`config.mk`:
```
export PLATFORM = sky130hd
export DESIGN_NAME = r2fft_ram
export DESIGN_NICKNAME = d
export VERILOG_FILES = /design/src/rtl/core/r2fft_ram.sv
export SDC_FILE = /design/constraint.sdc
export NUM_CORES = 2
export LEC_CHECK = 0
export BUFFER_PORTS_ARGS = -buffer_cell sky130_fd_sc_hd__buf_2
export CAP_MARGIN = 20
export CORE_MARGIN = 2
export CORE_UTILIZATION = 37
export CTS_CLUSTER_SIZE = 10
export DETAILED_ROUTE_END_ITERATION = 8
export GPL_ROUTABILITY_DRIVEN = 1
export PLACE_DENSITY = 0.58
export SYNTH_ARGS = -nofsm -noshare
export SYNTH_HDL_FRONTEND = slang
export SYNTH_SLANG_ARGS = --single-unit
```
`constraint.sdc`:
```
create_clock -name clk -period 6.31 [get_ports clk]
set_input_delay 0.9465 -clock clk [delete_from_list [all_inputs] [get_ports clk]]
set_output_delay 0.9465 -clock clk [all_outputs]
set_load 0.02 [all_outputs]
```
`src/rtl/core/r2fft_ram.sv`:
```
`default_nettype none
module r2fft_ram #(
    parameter int WIDTH = 48,
    parameter int DEPTH = 64
) (
    input  wire logic                     clk,
    input  wire logic                     we,
    input  wire logic [$clog2(DEPTH)-1:0] waddr,
    input  wire logic [WIDTH-1:0]         wdata,
    input  wire logic [$clog2(DEPTH)-1:0] raddr,
    output logic      [WIDTH-1:0]         rdata
);
    logic [WIDTH-1:0] mem [DEPTH];

    always_ff @(posedge clk)
    begin
        if (we)
            mem[waddr] <= wdata;
        rdata <= mem[raddr];
    end
endmodule
`default_nettype wire

```
==> impl_metrics.json <==
{
  "outcome": "complete, no violations",
  "fin_nets": 5441,
  "clk_pin_slew_worst_paths_ps": 60,
  "hold_class": "input port to register",
  "setup_viol": 0,
  "maxCapViolations": 0,
  "cp_max_fo": 52,
  "sw_frac_of_total": 0.213,
  "cts-root-buf": "clkbuf_16",
  "synthesis.area_um2": 117000,
  "grt_pass1_wl_mm": 455,
  "grt_pass1_vias": 57000,
  "fmax_mhz": 288,
  "die_y_um": 567,
  "synth_cells": 4970,
  "initial_core_util": 0.372,
  "clock_latency_ps": 870,
  "slew_viol_final": 0,
  "p_clk_frac": 0.424,
  "clock-sinks": 3120,
  "cts_hold_buf": 0,
  "fin_area_um2": 135000,
  "num_vias": 57000,
  "synth_compound_area_frac": 0.0302,
  "row_count": 206,
  "synth_cell_types": 36,
  "place_area_um2": 124000,
  "placeableCoreArea_um2": 315000,
  "skew_ps": 43.1,
  "rrSetupSlack_ps": 4000,
  "ys_seq_area_frac": 0.796,
  "synthMuxAreaShare": 0.152,
  "layout_common_cells": "3072 x edfxtp_1, 754 x mux4_2, 362 x clkbuf_16",
  "synth_adder_area_share": 0,
  "htreeDepth": 5,
  "areaGrowthSynthToFinish_pct": 15.1,
  "dr.pass1.iters": 6,
  "combPwrFrac": 0.048,
  "antenna_left": 0,
  "hold_viol": 0,
  "fillers": 26800,
  "reg2reg_from": "mem[26][26]$_DFFE_PP_",
  "total_power_mw": 43.7,
  "io_pins": 110,
  "p_seq_frac": 0.528,
  "r2r_cells": 4,
  "syn_nets": 5032,
  "grt_max_degree": 140,
  "holdPathStages": 1,
  "rsz0062_at_grt": "no",
  "synth_xor_xnor_area_share": 0,
  "clock_path_buffers": 4,
  "numCtsBuffers": 359,
  "drt-wirelength-per-cell_um": 33.8,
  "multi_input_area_um2": 23000,
  "globalplace.congestion": 0.790,
  "yosysWarnings": 0,
  "fin_crit_ps": 3470,
  "hp-start": "wdata[26]",
  "synth-simple-area-share": 0.00957,
  "totalNegativeSetupSlack_ps": 0,
  "port_buffers": 109,
  "register_area_um2": 93200,
  "fin_crit_sh": 0.551,
  "timing.rr.end": "rdata[26]$_DFF_P_",
  "worstSetupStartpointType": "input port",
  "final_common_cell": "edfxtp_1",
  "peakVddDrop_v": 0.000233,
  "synth_top_family_by_area": "multiplexers",
  "tightestPinTransition_ps": 1230,
  "routed_wl_mm": 329,
  "endpoint_kind": "register",
  "avgSynthCellArea_um2": 23.6,
  "grt-ovfl-total": 0,
  "p_leak_nw": 41.4,
  "die_area_um2": 321000,
  "power_per_cell_area_nw_per_um2": 324,
  "worstSetupPathType": "input port to register",
  "track_usage": 0.202,
  "post_cts_buffers": 0,
  "place_hpwl_mm": 179,
  "drive_gt1_frac": 0.282,
  "arrival_ps": 4190,
  "intPower_mw": 34.4,
  "antenna_found_initial": 49,
  "drt_iter0_drc": 8130,
  "fp.dieW_um": 567,
  "switchingPower_mw": 9.28,
  "cts_tree": "built",
  "viasPerCell": 5.85,
  "cts-resized-gates": 0,
  "worst_slew_margin_rel": 0.182,
  "cp.required_ps": 7030,
  "ys_ff_latch": 3120,
  "holdPathEnd": "mem[18][26]$_DFFE_PP_",
  "drc": 0
}
-- state kept, by name (all words and copies together) (netlist names) --
signal / cells
mem: 3072
rdata: 48
-- worst max-delay path by stage --
stage	startpoint	end	slack, ps	cells past startpoint
after floorplan	waddr[3]	mem[48][0]$_DFFE_PP_	1080	4
after global placement	raddr[0]	rdata[10]$_DFF_P_	1940	6
after detailed placement	raddr[0]	rdata[10]$_DFF_P_	1970	6
after CTS	raddr[0]	rdata[10]$_DFF_P_	2930	6
after global routing	raddr[0]	rdata[10]$_DFF_P_	2740	6
final	raddr[1]	rdata[26]$_DFF_P_	2840	7
-- layer usage --
metal	vias up	wire length (um)	GRT usage
li1	22300	-	-
met1	31300	135000	0.289
met2	2843	156000	0.319
met3	543	29300	0.0370
met4	16	8600	0.0498
met5	-	106	0
-- per-stage QoR --
step	hold slack (ps)	std cells	setup slack, ps	util
3_3_place_gp	742	9145	1940	0.393
5_1_grt	305	9745	2740	0.428
3_5_place_dp	744	9147	1970	0.393
2_1_floorplan	710	4970	1080	-
6_report	343	9753	2840	0.428
4_1_cts	672	9714	2930	0.426
-- power by group through the flow --
stage	registers, mW	clock network, mW	logic (mW)
finish	23.1	18.5	2.07
global route	23.1	19.6	2.20
CTS	23.1	18.8	2.04
detailed placement	23.5	0	2.04
global placement	23.5	0	2.01
floorplan	23.5	0	1.10
-- synth_stat cells --
cell | instances | area (um2)
o22ai_1 | 122 | 763
nand3_1 | 7 | 35.0
or2_2 | 3 | 18.8
or3_1 | 3 | 18.8
a31oi_1 | 1 | 6.26
a311o_1 | 1 | 10.0
o221ai_1 | 28 | 245
buf_2 | 98 | 490
nand4b_1 | 1 | 8.76
or3b_2 | 4 | 35.0
clkbuf_1 | 98 | 368
nand3b_1 | 5 | 37.5
buf_1 | 12 | 45.0
a21oi_1 | 74 | 370
edfxtp_1 | 3072 | 92200
nor3_1 | 3 | 15.0
nand2_1 | 55 | 206
clkbuf_2 | 1 | 5.00
mux4_2 | 754 | 17000
nor2_1 | 132 | 495
buf_4 | 62 | 465
a221oi_1 | 83 | 727
a211oi_1 | 32 | 240
and2_1 | 3 | 18.8
and3_1 | 1 | 6.26
buf_6 | 11 | 124
a311oi_1 | 11 | 96.3
a31o_2 | 5 | 43.8
nor2b_1 | 24 | 150
a22o_1 | 57 | 499
dfxtp_1 | 48 | 961
mux2i_1 | 63 | 631
a22oi_1 | 72 | 541
nand2b_1 | 10 | 62.6
mux2_2 | 12 | 135
nand4_1 | 2 | 12.5
-- worst max-delay path, stage by stage --
cell	delay (ps)
buf_8	370
buf_12	320
buf_4	630
mux4_2	410
a22o_1	260
a221oi_1	800
a221oi_1	240
-- final cells by class --
| class | count | share of cell area |
|---|---|---|
| antenna | 8 | 0.000149 |
| clock buffer | 538 | 0.0723 |
| clock inverter | 29 | 0.00335 |
| multi-input combinational | 1568 | 0.170 |
| sequential | 3120 | 0.692 |
| tap | 4160 | 0.0386 |
| timing repair buffer | 330 | 0.0235 |
-- cell families (layout without fill, tap and decap cells) --
kind of cell / count (synthesis) / in the layout
compound gates: 486 / 486
flops: 3120 / 3120
buf+inv: 282 / 897
simple gates: 253 / 253
mux: 829 / 829
other cells: 0 / 8
(Power assumes the default switching activity.)
